==> src/design/wsfr_pkg.sv <==
// Shared types and codes of the WebSocket frame receiver.
// Depends on nothing; used by the parser, the output buffer and the top level.
package wsfr_pkg;

  localparam logic [1:0] ERR_NONE    = 2'd0;
  localparam logic [1:0] ERR_NO_MASK = 2'd1;
  localparam logic [1:0] ERR_TOO_BIG = 2'd2;

  localparam logic [15:0] MAX_PAYLOAD_RESET = 16'd131;
  localparam logic [6:0]  LEN7_EXT16       = 7'd126;
  localparam logic [6:0]  LEN7_EXT64       = 7'd127;

  typedef struct packed {
    logic [1:0] error_code;
    logic       last_of_frame;
    logic       fin_flag;
    logic [3:0] frame_opcode;
    logic       has_data;
    logic [7:0] out_byte;
  } wsfr_result_t;

endpackage

==> src/design/wsfr_parser.sv <==
// Frame parser: header, extended length, mask key and payload unmasking.
// Depends on wsfr_pkg. Produces at most one result for each accepted byte.
module wsfr_parser (
  input  logic                  clk,
  input  logic                  rst,
  input  logic                  cfg_we,
  input  logic [15:0]           cfg_data,
  input  logic                  in_accept,
  input  logic [7:0]            in_byte,
  output logic                  res_valid,
  output wsfr_pkg::wsfr_result_t res
);

  typedef enum logic [2:0] {
    PH_HDR0    = 3'd0,
    PH_HDR1    = 3'd1,
    PH_LEN_HI  = 3'd2,
    PH_LEN_LO  = 3'd3,
    PH_MASK    = 3'd4,
    PH_PAYLOAD = 3'd5,
    PH_ERROR   = 3'd6
  } phase_t;

  phase_t      phase, phase_next;
  logic [15:0] max_payload;
  logic [3:0]  opcode_reg, opcode_reg_next;
  logic        fin_reg, fin_reg_next;
  logic [15:0] payload_length, payload_length_next;
  logic [31:0] mask_key, mask_key_next;
  logic [15:0] byte_counter, byte_counter_next;

  logic [15:0] len_full;
  logic [16:0] count_inc;
  logic [7:0]  key;
  logic        last;

  always_comb begin
    phase_next          = phase;
    opcode_reg_next     = opcode_reg;
    fin_reg_next        = fin_reg;
    payload_length_next = payload_length;
    mask_key_next       = mask_key;
    byte_counter_next   = byte_counter;
    res_valid           = 1'b0;
    res.out_byte        = 8'h00;
    res.has_data        = 1'b0;
    res.frame_opcode    = opcode_reg;
    res.fin_flag        = fin_reg;
    res.last_of_frame   = 1'b0;
    res.error_code      = wsfr_pkg::ERR_NONE;
    len_full            = {payload_length[15:8], in_byte};
    count_inc           = {1'b0, byte_counter} + 17'd1;
    last                = (count_inc >= {1'b0, payload_length});
    case (byte_counter[1:0])
      2'd0:    key = mask_key[31:24];
      2'd1:    key = mask_key[23:16];
      2'd2:    key = mask_key[15:8];
      default: key = mask_key[7:0];
    endcase
    if (in_accept) begin
      unique case (phase)
        PH_HDR0: begin
          opcode_reg_next = in_byte[3:0];
          fin_reg_next    = in_byte[7];
          phase_next      = PH_HDR1;
        end
        PH_HDR1: begin
          if (!in_byte[7]) begin
            res_valid      = 1'b1;
            res.error_code = wsfr_pkg::ERR_NO_MASK;
            phase_next     = PH_ERROR;
          end else if (in_byte[6:0] == wsfr_pkg::LEN7_EXT64) begin
            res_valid      = 1'b1;
            res.error_code = wsfr_pkg::ERR_TOO_BIG;
            phase_next     = PH_ERROR;
          end else begin
            payload_length_next = {9'd0, in_byte[6:0]};
            byte_counter_next   = 16'd0;
            mask_key_next       = 32'd0;
            phase_next = (in_byte[6:0] == wsfr_pkg::LEN7_EXT16) ? PH_LEN_HI : PH_MASK;
          end
        end
        PH_LEN_HI: begin
          payload_length_next = {in_byte, 8'h00};
          phase_next          = PH_LEN_LO;
        end
        PH_LEN_LO: begin
          payload_length_next = len_full;
          if (len_full > max_payload) begin
            res_valid      = 1'b1;
            res.error_code = wsfr_pkg::ERR_TOO_BIG;
            phase_next     = PH_ERROR;
          end else begin
            byte_counter_next = 16'd0;
            phase_next        = PH_MASK;
          end
        end
        PH_MASK: begin
          mask_key_next = {mask_key[23:0], in_byte};
          if (count_inc < 17'd4) begin
            byte_counter_next = count_inc[15:0];
          end else begin
            byte_counter_next = 16'd0;
            if (payload_length == 16'd0) begin
              res_valid         = 1'b1;
              res.last_of_frame = 1'b1;
              phase_next        = PH_HDR0;
            end else begin
              phase_next = PH_PAYLOAD;
            end
          end
        end
        PH_PAYLOAD: begin
          res_valid         = 1'b1;
          res.out_byte      = in_byte ^ key;
          res.has_data      = 1'b1;
          res.last_of_frame = last;
          if (last) begin
            byte_counter_next = 16'd0;
            phase_next        = PH_HDR0;
          end else begin
            byte_counter_next = count_inc[15:0];
          end
        end
        default: begin
          phase_next = phase;
        end
      endcase
    end
  end

  always_ff @(posedge clk) begin
    if (rst) begin
      phase          <= PH_HDR0;
      max_payload    <= wsfr_pkg::MAX_PAYLOAD_RESET;
      opcode_reg     <= 4'd0;
      fin_reg        <= 1'b0;
      payload_length <= 16'd0;
      mask_key       <= 32'd0;
      byte_counter   <= 16'd0;
    end else begin
      phase          <= phase_next;
      opcode_reg     <= opcode_reg_next;
      fin_reg        <= fin_reg_next;
      payload_length <= payload_length_next;
      mask_key       <= mask_key_next;
      byte_counter   <= byte_counter_next;
      if (cfg_we) begin
        max_payload <= cfg_data;
      end
    end
  end

endmodule

==> src/design/wsfr_out_buf.sv <==
// Two-entry output buffer that holds results while the receiver stalls.
// Depends on wsfr_pkg for the result type.
module wsfr_out_buf (
  input  logic                  clk,
  input  logic                  rst,
  input  logic                  push,
  input  wsfr_pkg::wsfr_result_t din,
  output logic                  ready,
  output logic                  valid,
  input  logic                  pop_ready,
  output wsfr_pkg::wsfr_result_t dout
);

  wsfr_pkg::wsfr_result_t entry0, entry1;
  logic [1:0] count;
  logic       pop;

  assign valid = (count != 2'd0);
  assign ready = (count != 2'd2);
  assign pop   = valid && pop_ready;
  assign dout  = entry0;

  always_ff @(posedge clk) begin
    if (rst) begin
      count <= 2'd0;
    end else begin
      case ({push, pop})
        2'b10:   count <= count + 2'd1;
        2'b01:   count <= count - 2'd1;
        default: count <= count;
      endcase
    end
  end

  always_ff @(posedge clk) begin
    if (pop) begin
      entry0 <= (push && count == 2'd1) ? din : entry1;
      if (push && count == 2'd2) begin
        entry1 <= din;
      end
    end else if (push) begin
      if (count == 2'd0) begin
        entry0 <= din;
      end else begin
        entry1 <= din;
      end
    end
  end

endmodule

==> src/design/websocket_frame_receiver.sv <==
// Top level of the WebSocket frame receiver: stream ports around the parser
// and the output buffer. Depends on wsfr_pkg, wsfr_parser and wsfr_out_buf.
//
// The slave channel takes the raw client-to-server byte stream, one byte per
// item. Header, length and mask bytes produce no result; each payload byte
// produces one unmasked result, and a zero-length frame produces one empty
// result marked with tlast. A protocol error produces one error result, after
// which input is still accepted but ignored until reset.
// Throughput is one byte per cycle while the output buffer has room. Each result
// is registered in the output buffer before it appears on the master channel.
// A two-entry output buffer lets input continue while the receiver stalls;
// s_axis_tready drops only when both entries are full.
// Reset (rst, synchronous) returns the parser to the first header byte and
// max_payload to 131, and empties the buffer. The user must write max_payload
// via cfg_we and cfg_data only while no frame is in progress; it is not enforced.
module websocket_frame_receiver (
  input  logic        clk,
  input  logic        rst,
  input  logic        cfg_we,
  input  logic [15:0] cfg_data,      // max_payload
  input  logic        s_axis_tvalid,
  output logic        s_axis_tready,
  input  logic [7:0]  s_axis_tdata,  // [7:0] in_byte
  output logic        m_axis_tvalid,
  input  logic        m_axis_tready,
  output logic [7:0]  m_axis_tdata,  // [7:0] out_byte
  output logic [7:0]  m_axis_tuser,  // [0] has_data, [4:1] frame_opcode, [5] fin_flag,
                                     // [7:6] error_code
  output logic        m_axis_tlast   // last_of_frame
);

  logic                   in_accept;
  logic                   res_valid;
  wsfr_pkg::wsfr_result_t res;
  wsfr_pkg::wsfr_result_t head;

  assign in_accept = s_axis_tvalid && s_axis_tready;

  wsfr_parser u_parser (
    .clk       (clk),
    .rst       (rst),
    .cfg_we    (cfg_we),
    .cfg_data  (cfg_data),
    .in_accept (in_accept),
    .in_byte   (s_axis_tdata),
    .res_valid (res_valid),
    .res       (res)
  );

  wsfr_out_buf u_out_buf (
    .clk       (clk),
    .rst       (rst),
    .push      (res_valid),
    .din       (res),
    .ready     (s_axis_tready),
    .valid     (m_axis_tvalid),
    .pop_ready (m_axis_tready),
    .dout      (head)
  );

  assign m_axis_tdata = head.out_byte;
  assign m_axis_tuser = {head.error_code, head.fin_flag, head.frame_opcode, head.has_data};
  assign m_axis_tlast = head.last_of_frame;

endmodule

==> config.mk <==
export PLATFORM = sky130hd
export DESIGN_NAME = websocket_frame_receiver
export DESIGN_NICKNAME = d
export VERILOG_FILES = /design/src/design/wsfr_pkg.sv /design/src/design/wsfr_parser.sv /design/src/design/wsfr_out_buf.sv /design/src/design/websocket_frame_receiver.sv
export SDC_FILE = /design/constraint.sdc
export NUM_CORES = 1
export LEC_CHECK = 0
export CORE_ASPECT_RATIO = 0.8
export CORE_UTILIZATION = 55
export DETAILED_ROUTE_END_ITERATION = 6
export DONT_BUFFER_PORTS = 1
export GPL_ROUTABILITY_DRIVEN = 1
export GPL_TIMING_DRIVEN = 0
export PLACE_DENSITY = 0.74
export SKIP_CTS_REPAIR_TIMING = 1
export SLEW_MARGIN = 0
export SYNTH_ARGS = -nofsm -noshare
export SYNTH_HDL_FRONTEND = slang
export SYNTH_SLANG_ARGS = --single-unit
==> constraint.sdc <==
create_clock -name clk -period 7 [get_ports clk]
set_input_delay 1.4 -clock clk [delete_from_list [all_inputs] [get_ports clk]]
set_output_delay 1.4 -clock clk [all_outputs]
set_load 0.05 [all_outputs]
==> results of run 1 <==
==> worst max path at each step <==
stage	start	endpoint	slack [ns]	depth (start not counted)
final	s_axis_tdata[0]	u_out_buf.entry1[14]	2.62	12
after global routing	s_axis_tdata[0]	u_out_buf.entry1[9]	2.48	12
after CTS	s_axis_tdata[0]	u_out_buf.dout[15]	2.28	11
after detailed placement	s_axis_tdata[0]	u_out_buf.dout[14]	1.86	11
after global placement	s_axis_tdata[0]	u_out_buf.entry1[15]	1.47	11
after floorplan	s_axis_tdata[0]	u_out_buf.entry1[0]	2.48	11
==> cell families (layout without fill, tap and decap cells) <==
family                     count (synthesis)  in the layout
and+or+nand+nor                          241            241
AOI/OAI and AO/OA                        150            150
DFF                                      124            124
buffers and inverters                     87            120
adders and majority gates                 39             39
muxes                                     34             34
xor gates and xnor gates                  24             24
==> metal layers <==
metal  GRT usage, %  up-vias
met4           10.2        0
met2           44.0      252
met5              0        -
met1           38.9     2658
li1               -     2558
met3           6.77       37
==> worst max-delay path: stages <==
cell      delay, ns
clkbuf_1       0.40
inv_1          0.25
ha_1           0.26
nor2b_1        0.11
o211ai_1       0.09
a211oi_1       0.25
o31ai_1        0.24
a21o_1         0.24
o31a_4         0.12
nand2b_1       0.21
nor3_2         0.67
buf_6          0.24
==> stage by stage <==
step / cell area (um2) / std cells / worst slack, ns / util [%]
final: 7410 / 880 / 2.62 / 64.1
after global routing: 7410 / 880 / 2.48 / 64.1
after CTS: 7410 / 880 / 2.28 / 64.1
after detailed placement: 6760 / 848 / 1.86 / 58.5
after global placement: 6750 / 847 / 1.47 / 58.3
after floorplan: 6560 / 699 / 2.48 / -
==> cell type report <==
cell class / instances / area share (%)
Sequential cell: 124 / 38.1
Multi-Input combinational cell: 488 / 45.6
Buffer: 45 / 2.79
Clock inverter: 14 / 2.92
Timing Repair Buffer: 1 / 0.152
Inverter: 42 / 2.13
Tap cell: 148 / 2.50
Clock buffer: 18 / 5.79
==> power by group <==
group / switching (mW) / leakage, nW / internal (mW)
clock: 0.322 / 0.306 / 0.633
combinational: 0.325 / 1.60 / 0.175
sequential: 0.141 / 1.05 / 0.825
total: 0.788 / 2.96 / 1.63
==> layout by cell type, fill, tap and decap left out, types with 3 or more instances in the layout <==
cell / instances
buf_1: 3
buf_2: 5
xnor2_1: 18
clkinv_4: 3
bufinv_16: 5
edfxtp_1: 34
a222oi_1: 8
nor2_1: 88
nor2b_1: 10
mux2_2: 7
clkbuf_1: 34
dfxtp_1: 90
a22o_1: 8
o221ai_1: 6
mux2i_1: 17
nand2_1: 59
a22oi_1: 32
nor4_1: 8
nand3_1: 19
nor3_1: 12
a31oi_1: 10
and3_1: 7
o211ai_1: 5
xor2_1: 5
a21oi_1: 30
or2_2: 6
mux2_4: 10
a21o_1: 5
nand2b_1: 6
nand4_1: 10
o21ai_0: 14
clkbuf_16: 17
ha_1: 39
o21a_1: 4
inv_1: 42
==> Yosys cell counts (7+ instances only) <==
library cell and n:
nor4_1 8, mux2i_1 17, edfxtp_1 34, nor2b_1 10, mux2_2 7, xnor2_1 18, clkbuf_1 33, mux2_4 10
a22o_1 8, inv_1 42, a31oi_1 10, nor3_1 13, nor2_1 88, a21oi_1 30, a22oi_1 32, dfxtp_1 90
and3_1 7, nand2_1 59, nand4_1 10, ha_1 39, o21ai_0 14, nand3_1 19, a222oi_1 8
==> flow_summary_export.csv, run 1 <==
group,metric,value,unit
outcome,status,"finished clean",
sta,rsz0062_at_grt,"no",
logic_synthesis,synth_compound_area_share,16.6,%
sta,tightest_slew,0.843,ns
cts,cts_max_level,4,
logic_synthesis,syn_area_per_cell,9.38,um2
sta,max_slew_margin,43.4,%
power_and_ir_drop,p_total,2.42,mW
route,route.met2.wl,7.48,mm
cts,clock-sinks,124,
min_path,min_path_cells,0,
floorplanning,floorplan.initialDensity,56.7,%
logic_synthesis,ys_types,68,
logic_synthesis,yosys_warnings,0,
logic_synthesis,yosysSeqAreaShare,43.0,%
critical_path,cp.required,7.11,ns
floorplanning,core_area,0.0116,mm2
route,top_layer_used,"met4",
grt,grt_max_degree,18,
cts,path_clk_slew,0.06,ns
route,met1_length,7.44,mm
route,first_iter_violations,499,
route,drt-total-wl,16.6,mm
logic_synthesis,synth_top_area_cell,"dfxtp_1",
floorplanning,dieArea,0.0124,mm2
sta,finalCritPeriodShare,62.6,%
power_and_ir_drop,p_leak,2.96,nW
logic_synthesis,syn_area,0.00656,mm2
grt,track_usage,28.6,%
critical_path,arrival,4.50,ns
logic_synthesis,synth_top_family_by_area,"simple AND/OR/NAND/NOR gates",
place,hpwl,12.1,mm
cells_and_area,multi_input_area,0.00338,mm2
cells_and_area,top_register,"u_parser.mask_key",
floorplanning,rows,35,
critical_path,crit_fanout,9,
place,place.gp.congestion,0.880,
critical_path,r2r_cells,13,
cts,cts_root_buffer,"clkbuf_16",
logic_synthesis,yosys-top-cells-area,"dfxtp_1 (27%), edfxtp_1 (16%), ha_1 (7.4%)",
grt,grt_antenna_before_repair,0,
route,wl_met3,1.39,mm
run,maxCapViolations,0,
cells_and_area,drive_gt1_share,10.7,%
logic_synthesis,muxShareOfSynthArea,6.08,%
critical_path,path_class,"primary input to flip-flop",
floorplanning,die_w,124,um
route,vias_per_cell,6.26,
critical_path,r2r_slack,2.88,ns
logic_synthesis,yosys.area_share.simple,17.9,%
route,via_count,5505,
sta,timing.final.max_slew_violations,0,
power_and_ir_drop,irDropWorstVdd,0.282,mV
route,ant_nets,0,
critical_path,worstSetupStartpointType,"primary input",
sta,min_period,4.38,ns
sta,max_freq,228,MHz
cells_and_area,syn_to_final_growth,13.0,%
logic_synthesis,synth-adder-area-share,7.44,%
grt,grt_pass1_wl,27.1,mm
floorplanning,die_h,99.7,um
cts,cts_max_path_buffers,2,
logic_synthesis,synth_xor_area_share,3.41,%
cells_and_area,nFillCells,955,
critical_path,regToRegEndpoint,"u_parser.byte_counter[14]",
grt,grt_overflow,0,
sta,final_hold_viol_count,0,
critical_path,timing.rr.start,"u_parser.byte_counter[0]",
cells_and_area,final-seq-area,0.00282,mm2
route,drt_drc_violations_left,0,
cts,clk_latency,0.41,ns
logic_synthesis,async_flop_share,0,%
sta,tns,0,ns
critical_path,endpoint_kind,"flip-flop",
cells_and_area,fin_nets,787,
min_path,hold_end,"u_out_buf.entry1[11]",
sta,setup_viol,0,
logic_synthesis,synth.top_cell.area_share,27.5,%
sta,holdWs,0.469,ns
grt,grt_pass1_vias,5436,
place,port_buffers,0,
route,firstDrtPassIters,6,
power_and_ir_drop,power.density,327,mW/mm2
min_path,min-delay-start,"u_parser.opcode_reg[2]",
logic_synthesis,ys.flop_type,"dfxtp_1",
logic_synthesis,synthCells,699,
route,wl_per_cell,18.9,um
cts,cts_buffers,17,
logic_synthesis,ys_ff_latch,124,
cts,cts_tree,"done",
logic_synthesis,synth_edf_count,34,
sta,skew,0.00770,ns
cells_and_area,largest_reg_flops,32,
cells_and_area,antenna_cells,0,
logic_synthesis,syn_nets,767,
min_path,hold_class,"flip-flop to flip-flop",
floorplanning,io_pins,48,
(Power assumes the default switching activity.)
==> inputs of run 2 (changes only) <==
==> constraint.sdc (replaced) <==
create_clock -name clk -period 4.3 [get_ports clk]
set_input_delay 0.86 -clock clk [delete_from_list [all_inputs] [get_ports clk]]
set_output_delay 0.86 -clock clk [all_outputs]
set_load 0.05 [all_outputs]
==> run 2 against run 1 <==
Net effect: the flow now finishes with violations (DRC); global-route usage unchanged; combinational power is 63% higher; total power rose by 63%; clock power grew 63%; register-to-register slack got worse by 2.6 ns; worst hold slack barely moved; first-iteration DRC count rose by 4.6%; cell count stayed put; critical path type is now flip-flop to flip-flop.
==> flow_summary_export.csv, run 2 (synthesized netlist as in run 1, its figures left out) <==
group,metric,value,unit
floorplanning,io_pins,48,
cts,cts_max_level,4,
floorplanning,rows,35,
power_and_ir_drop,irDropWorstVdd,0.460,mV
power_and_ir_drop,clockPowerShare,39.4,%
critical_path,crit_chain,"ha_1 -> nand3_1 -> buf_4 -> nor3_4 -> and3_1 -> xor2_1 -> ha_1 -> a21o_1 -> a221o_1 -> a211o_1 -> a21oi_4 -> o21a_2 -> a22o_1",
cts,cts_max_path_buffers,2,
cts,clock-sinks,124,
route,ant_nets,0,
sta,skew,0.00759,ns
critical_path,path_class,"flip-flop to flip-flop",
cells_and_area,top_register,"u_parser.mask_key",
power_and_ir_drop,comb_power_share,20.7,%
cts,cts_root_buffer,"clkbuf_16",
route,firstDrtPassIters,7,
critical_path,cp_top_family,"compound AO/OA/AOI/OAI gates",
grt,grt_pass1_wl,27.1,mm
power_and_ir_drop,seqPwrFrac,39.9,%
critical_path,arrival,4.35,ns
cells_and_area,final_cell_mix,"dfxtp_1 (90), nor2_1 (88), nand2_1 (59)",
floorplanning,floorplan.initialDensity,56.7,%
floorplanning,dieArea,0.0124,mm2
floorplanning,die_h,99.7,um
place,place.gp.congestion,0.880,
route,drt-total-wl,16.6,mm
power_and_ir_drop,p_int,2.66,mW
sta,tightest_slew,0.845,ns
grt,grt_max_degree,18,
sta,max_slew_margin,43.6,%
floorplanning,core_area,0.0116,mm2
critical_path,crit_fanout,12,
place,pre_cts_ws,-0.300,ns
route,vias_per_cell,6.29,
critical_path,cp_common_cell,"ha_1",
power_and_ir_drop,power.density,532,mW/mm2
sta,finalCritPeriodShare,93.1,%
power_and_ir_drop,p_total,3.94,mW
place,port_buffers,0,
cells_and_area,final_common_cell,"dfxtp_1",
cells_and_area,antenna_cells,0,
sta,max_freq,250,MHz
route,via_count,5534,
critical_path,critPathBufInv,1,
floorplanning,die_w,124,um
grt,grt_pass1_vias,5436,
critical_path,worstSetupStartpointType,"flip-flop",
sta,tns,0,ns
cells_and_area,syn_to_final_growth,13.1,%
route,wl_per_cell,18.9,um
grt,track_usage,28.6,%
critical_path,critPathMaxStageDelay,0.63,ns
critical_path,endpoint_kind,"flip-flop",
grt,grt_overflow,0,
route,first_iter_violations,522,
cts,path_clk_slew,0.06,ns
run,maxCapViolations,0,
critical_path,crit_slowest_cell,"dfxtp_1",
min_path,hold_class,"flip-flop to flip-flop",
cts,cts_tree,"done",
cells_and_area,largest_reg_flops,32,
power_and_ir_drop,p_switching,1.29,mW
cells_and_area,drive_gt1_share,10.7,%
cells_and_area,fin_util,64.2,%
critical_path,cp.required,4.65,ns
sta,rsz0062_at_grt,"no",
grt,grt_antenna_before_repair,0,
sta,final_hold_viol_count,0,
power_and_ir_drop,swShare,32.6,%
cells_and_area,fin_nets,787,
cts,cts_buffers,17,
power_and_ir_drop,p_leak,2.96,nW
sta,min_period,4.00,ns
place,hpwl,12.1,mm
outcome,violations,"DRC",
cells_and_area,design_area,0.00742,mm2
sta,timing.final.max_slew_violations,0,
place,place_area,0.00676,mm2
sta,finalWorstSetupSlack,0.298,ns
sta,setup_viol,0,
cts,clk_latency,0.41,ns
route,drt_drc_violations_left,3,
outcome,status,"finished, violations left",
-- run 2: cell counts in the layout (fill, tap and decap cells not counted) --
Identical to the previous run, type by type.
-- run 2: stage by stage --
step,hold WS (ns),cells
after global routing,0.492,880
final,0.469,880
after CTS,0.475,880
after detailed placement,0.461,848
after global placement,0.457,847
after floorplan,0.430,699
-- run 2: per-layer routing --
layer / vias to the layer above / wire [um] / global-route usage [%]
li1: 2558 / - / -
met1: 2674 / 7550 / 38.9
met2: 265 / 7480 / 44.0
met3: 37 / 1270 / 6.77
met4: 0 / 298 / 10.2
met5: - / 0 / 0
-- run 2: power by group through the flow --
stage | Clock, mW | Sequential [mW] | Combinational [mW]
floorplan | 0 | 1.57 | 0.615
global placement | 0 | 1.59 | 0.751
detailed placement | 0 | 1.60 | 0.790
CTS | 1.57 | 1.57 | 0.800
global route | 1.62 | 1.59 | 0.884
finish | 1.56 | 1.57 | 0.816
-- run 2: layout make-up --
type	instances	area [um2]
inverter	42	158
multi-input combinational	488	3390
fill	954	4140
tap	148	185
timing repair buffer	1	11.3
sequential	124	2820
buffer	45	206
clock buffer	18	429
clock inverter	14	216
-- run 2: worst reg2reg max path, stage by stage (launching register included) --
cell and delay, ns:
dfxtp_1 0.63, ha_1 0.33, nand3_1 0.14, buf_4 0.21, nor3_4 0.23, and3_1 0.21, xor2_1 0.24, ha_1 0.30
a21o_1 0.19, a221o_1 0.32, a211o_1 0.34, a21oi_4 0.31, o21a_2 0.32, a22o_1 0.17
-- run 2: worst paths after layout --
check	start	end	slack (ns)	cells after the start
worst max-delay path	u_parser.byte_counter[0]	u_parser.byte_counter[14]	0.30	13
worst min-delay path	u_parser.opcode_reg[2]	u_out_buf.entry1[11]	0.47	0
worst max register to register	u_parser.byte_counter[0]	u_parser.byte_counter[14]	0.30	13
worst min register to register	u_parser.opcode_reg[2]	u_out_buf.entry1[11]	0.47	0
==> inputs of run 3 (changes only) <==
--- a/config.mk
+++ b/config.mk
@@ -5,8 +5,10 @@
 export SDC_FILE = /design/constraint.sdc
 export NUM_CORES = 1
 export LEC_CHECK = 0
+export ABC_CLOCK_PERIOD_IN_PS = 4300
 export CORE_ASPECT_RATIO = 0.8
 export CORE_UTILIZATION = 55
+export CTS_BUF_LIST = sky130_fd_sc_hd__clkbuf_16
 export DETAILED_ROUTE_END_ITERATION = 6
 export DONT_BUFFER_PORTS = 1
 export GPL_ROUTABILITY_DRIVEN = 1
==> run 3 against run 2 <==
Net effect: the run now ends clean; die area did not move; clock power barely moved; register-to-register slack hardly changed; global-route usage is the same; sequential power hardly changed; clock-buffer cell count shrank 1; maximum frequency hardly changed; routed wire length increased by 0.19%; worst hold slack about the same; total power is 0.15% higher; critical path depth unchanged; non-clock buffer count is the same; critical endpoint unchanged.
==> flow_summary_export.csv, run 3 (synthesized netlist as in run 1, its figures left out) <==
group,metric,value,unit
place,port_buffers,0,
sta,max_slew_margin,43.1,%
grt,grt_pass1_wl,27.1,mm
critical_path,cp_common_cell,"ha_1",
cells_and_area,drive_gt1_share,10.7,%
floorplanning,rows,35,
cts,cts_tree,"done",
cells_and_area,final_common_cell,"dfxtp_1",
cells_and_area,top_register,"u_parser.mask_key",
place,hpwl,12.1,mm
route,met1_length,7.45,mm
floorplanning,die_w,124,um
critical_path,arrival,4.35,ns
sta,max_freq,250,MHz
route,firstDrtPassIters,6,
cells_and_area,fin_nets,787,
sta,min_period,4.00,ns
min_path,hold_class,"flip-flop to flip-flop",
critical_path,worstSetupStartpointType,"flip-flop",
cells_and_area,fin_util,64.2,%
power_and_ir_drop,power.density,532,mW/mm2
route,drt-total-wl,16.6,mm
critical_path,cp_top_family,"compound AO/OA/AOI/OAI gates",
cells_and_area,syn_to_final_growth,13.1,%
grt,grt_max_degree,18,
sta,final_hold_viol_count,0,
floorplanning,core_area,0.0116,mm2
route,route.met2.wl,7.49,mm
power_and_ir_drop,irDropWorstVdd,0.461,mV
route,ant_nets,0,
power_and_ir_drop,p_total,3.95,mW
route,drt_drc_violations_left,0,
route,via_count,5506,
grt,grt_antenna_before_repair,0,
grt,track_usage,28.6,%
power_and_ir_drop,p_int,2.66,mW
cts,clk_latency,0.41,ns
grt,grt_overflow,0,
sta,tns,0,ns
power_and_ir_drop,swShare,32.8,%
route,top_layer_used,"met4",
route,wl_per_cell,18.9,um
critical_path,path_class,"flip-flop to flip-flop",
cts,cts_max_path_buffers,2,
power_and_ir_drop,p_leak,2.97,nW
critical_path,cp.required,4.65,ns
route,vias_per_cell,6.26,
sta,rsz0062_at_grt,"no",
grt,grt_pass1_vias,5436,
cts,cts_buffers,17,
power_and_ir_drop,comb_power_share,20.7,%
critical_path,critPathMaxStageDelay,0.63,ns
cells_and_area,largest_reg_flops,32,
critical_path,endpoint_kind,"flip-flop",
floorplanning,io_pins,48,
power_and_ir_drop,clockPowerShare,39.5,%
cells_and_area,final_cell_mix,"dfxtp_1 (90), nor2_1 (88), nand2_1 (59)",
cts,clock-sinks,124,
critical_path,crit_fanout,12,
sta,timing.final.max_slew_violations,0,
critical_path,crit_chain,"ha_1 -> nand3_1 -> buf_4 -> nor3_4 -> and3_1 -> xor2_1 -> ha_1 -> a21o_1 -> a221o_1 -> a211o_1 -> a21oi_4 -> o21a_2 -> a22o_1",
sta,finalCritPeriodShare,93.0,%
cells_and_area,antenna_cells,0,
route,wl_met3,1.40,mm
critical_path,critPathBufInv,1,
sta,tightest_slew,0.852,ns
floorplanning,dieArea,0.0124,mm2
route,first_iter_violations,529,
floorplanning,floorplan.initialDensity,56.7,%
run,maxCapViolations,0,
cts,cts_max_level,4,
floorplanning,die_h,99.7,um
critical_path,crit_slowest_cell,"dfxtp_1",
cts,path_clk_slew,0.06,ns
power_and_ir_drop,p_switching,1.29,mW
power_and_ir_drop,seqPwrFrac,39.8,%
outcome,status,"finished clean",
cts,cts_root_buffer,"clkbuf_16",
sta,setup_viol,0,
sta,skew,0.00907,ns
place,place.gp.congestion,0.880,
==> run 3: cell count changes in the layout (fill, tap and decap cells not counted) <==
| cell | before | now |
|---|---|---|
| clkbuf_1 | 34 | 33 |
| inv_1 | 42 | 43 |
==> run 3: path summary, 6_finish.rpt <==
kind / startpoint / endpoint / slack [ns] / cells after the start
hold reg to reg: u_parser.opcode_reg[2] / u_out_buf.entry1[11] / 0.47 / 0
hold / removal: u_parser.opcode_reg[2] / u_out_buf.entry1[11] / 0.47 / 0
setup reg to reg: u_parser.byte_counter[0] / u_parser.byte_counter[14] / 0.30 / 13
setup / recovery: u_parser.byte_counter[0] / u_parser.byte_counter[14] / 0.30 / 13
==> run 3: worst reg2reg max path, stage by stage, from the launching register on <==
cell and delay, ns:
dfxtp_1 0.63, ha_1 0.33, nand3_1 0.14, buf_4 0.21, nor3_4 0.23, and3_1 0.21
xor2_1 0.24, ha_1 0.30, a21o_1 0.19, a221o_1 0.33, a211o_1 0.34, a21oi_4 0.31
o21a_2 0.32, a22o_1 0.17
==> run 3: final cells by class <==
type	instances	area, um2
multi-input combinational	488	3390
fill	954	4140
inverter	42	158
buffer	45	206
tap	148	185
clock buffer	17	425
sequential	124	2820
clock inverter	15	220
timing repair buffer	1	11.3
==> run 3: per-stage QoR <==
step                      std cells  worst slack, ns  hold WS, ns  cell area [um2]
after CTS                       880           0.0517        0.475             7410
after global placement          847           -0.685        0.457             6750
after detailed placement        848           -0.300        0.461             6760
final                           880            0.300        0.469             7420
after global routing            880            0.114        0.492             7420
after floorplan                 699            0.321        0.430             6560
==> run 3: power groups by stage <==
stage / Clock [mW] / Combinational [mW] / Sequential (mW)
2_1_floorplan: 0 / 0.615 / 1.57
3_3_place_gp: 0 / 0.751 / 1.59
3_5_place_dp: 0 / 0.790 / 1.60
4_1_cts: 1.57 / 0.800 / 1.57
5_1_grt: 1.62 / 0.884 / 1.59
6_report: 1.56 / 0.818 / 1.57
==> run 3: routing by layer <==
layer	global-route usage (%)	up-vias
met4	10.2	0
met2	44.0	256
met1	38.9	2656
met5	0	-
li1	-	2560
met3	6.77	34
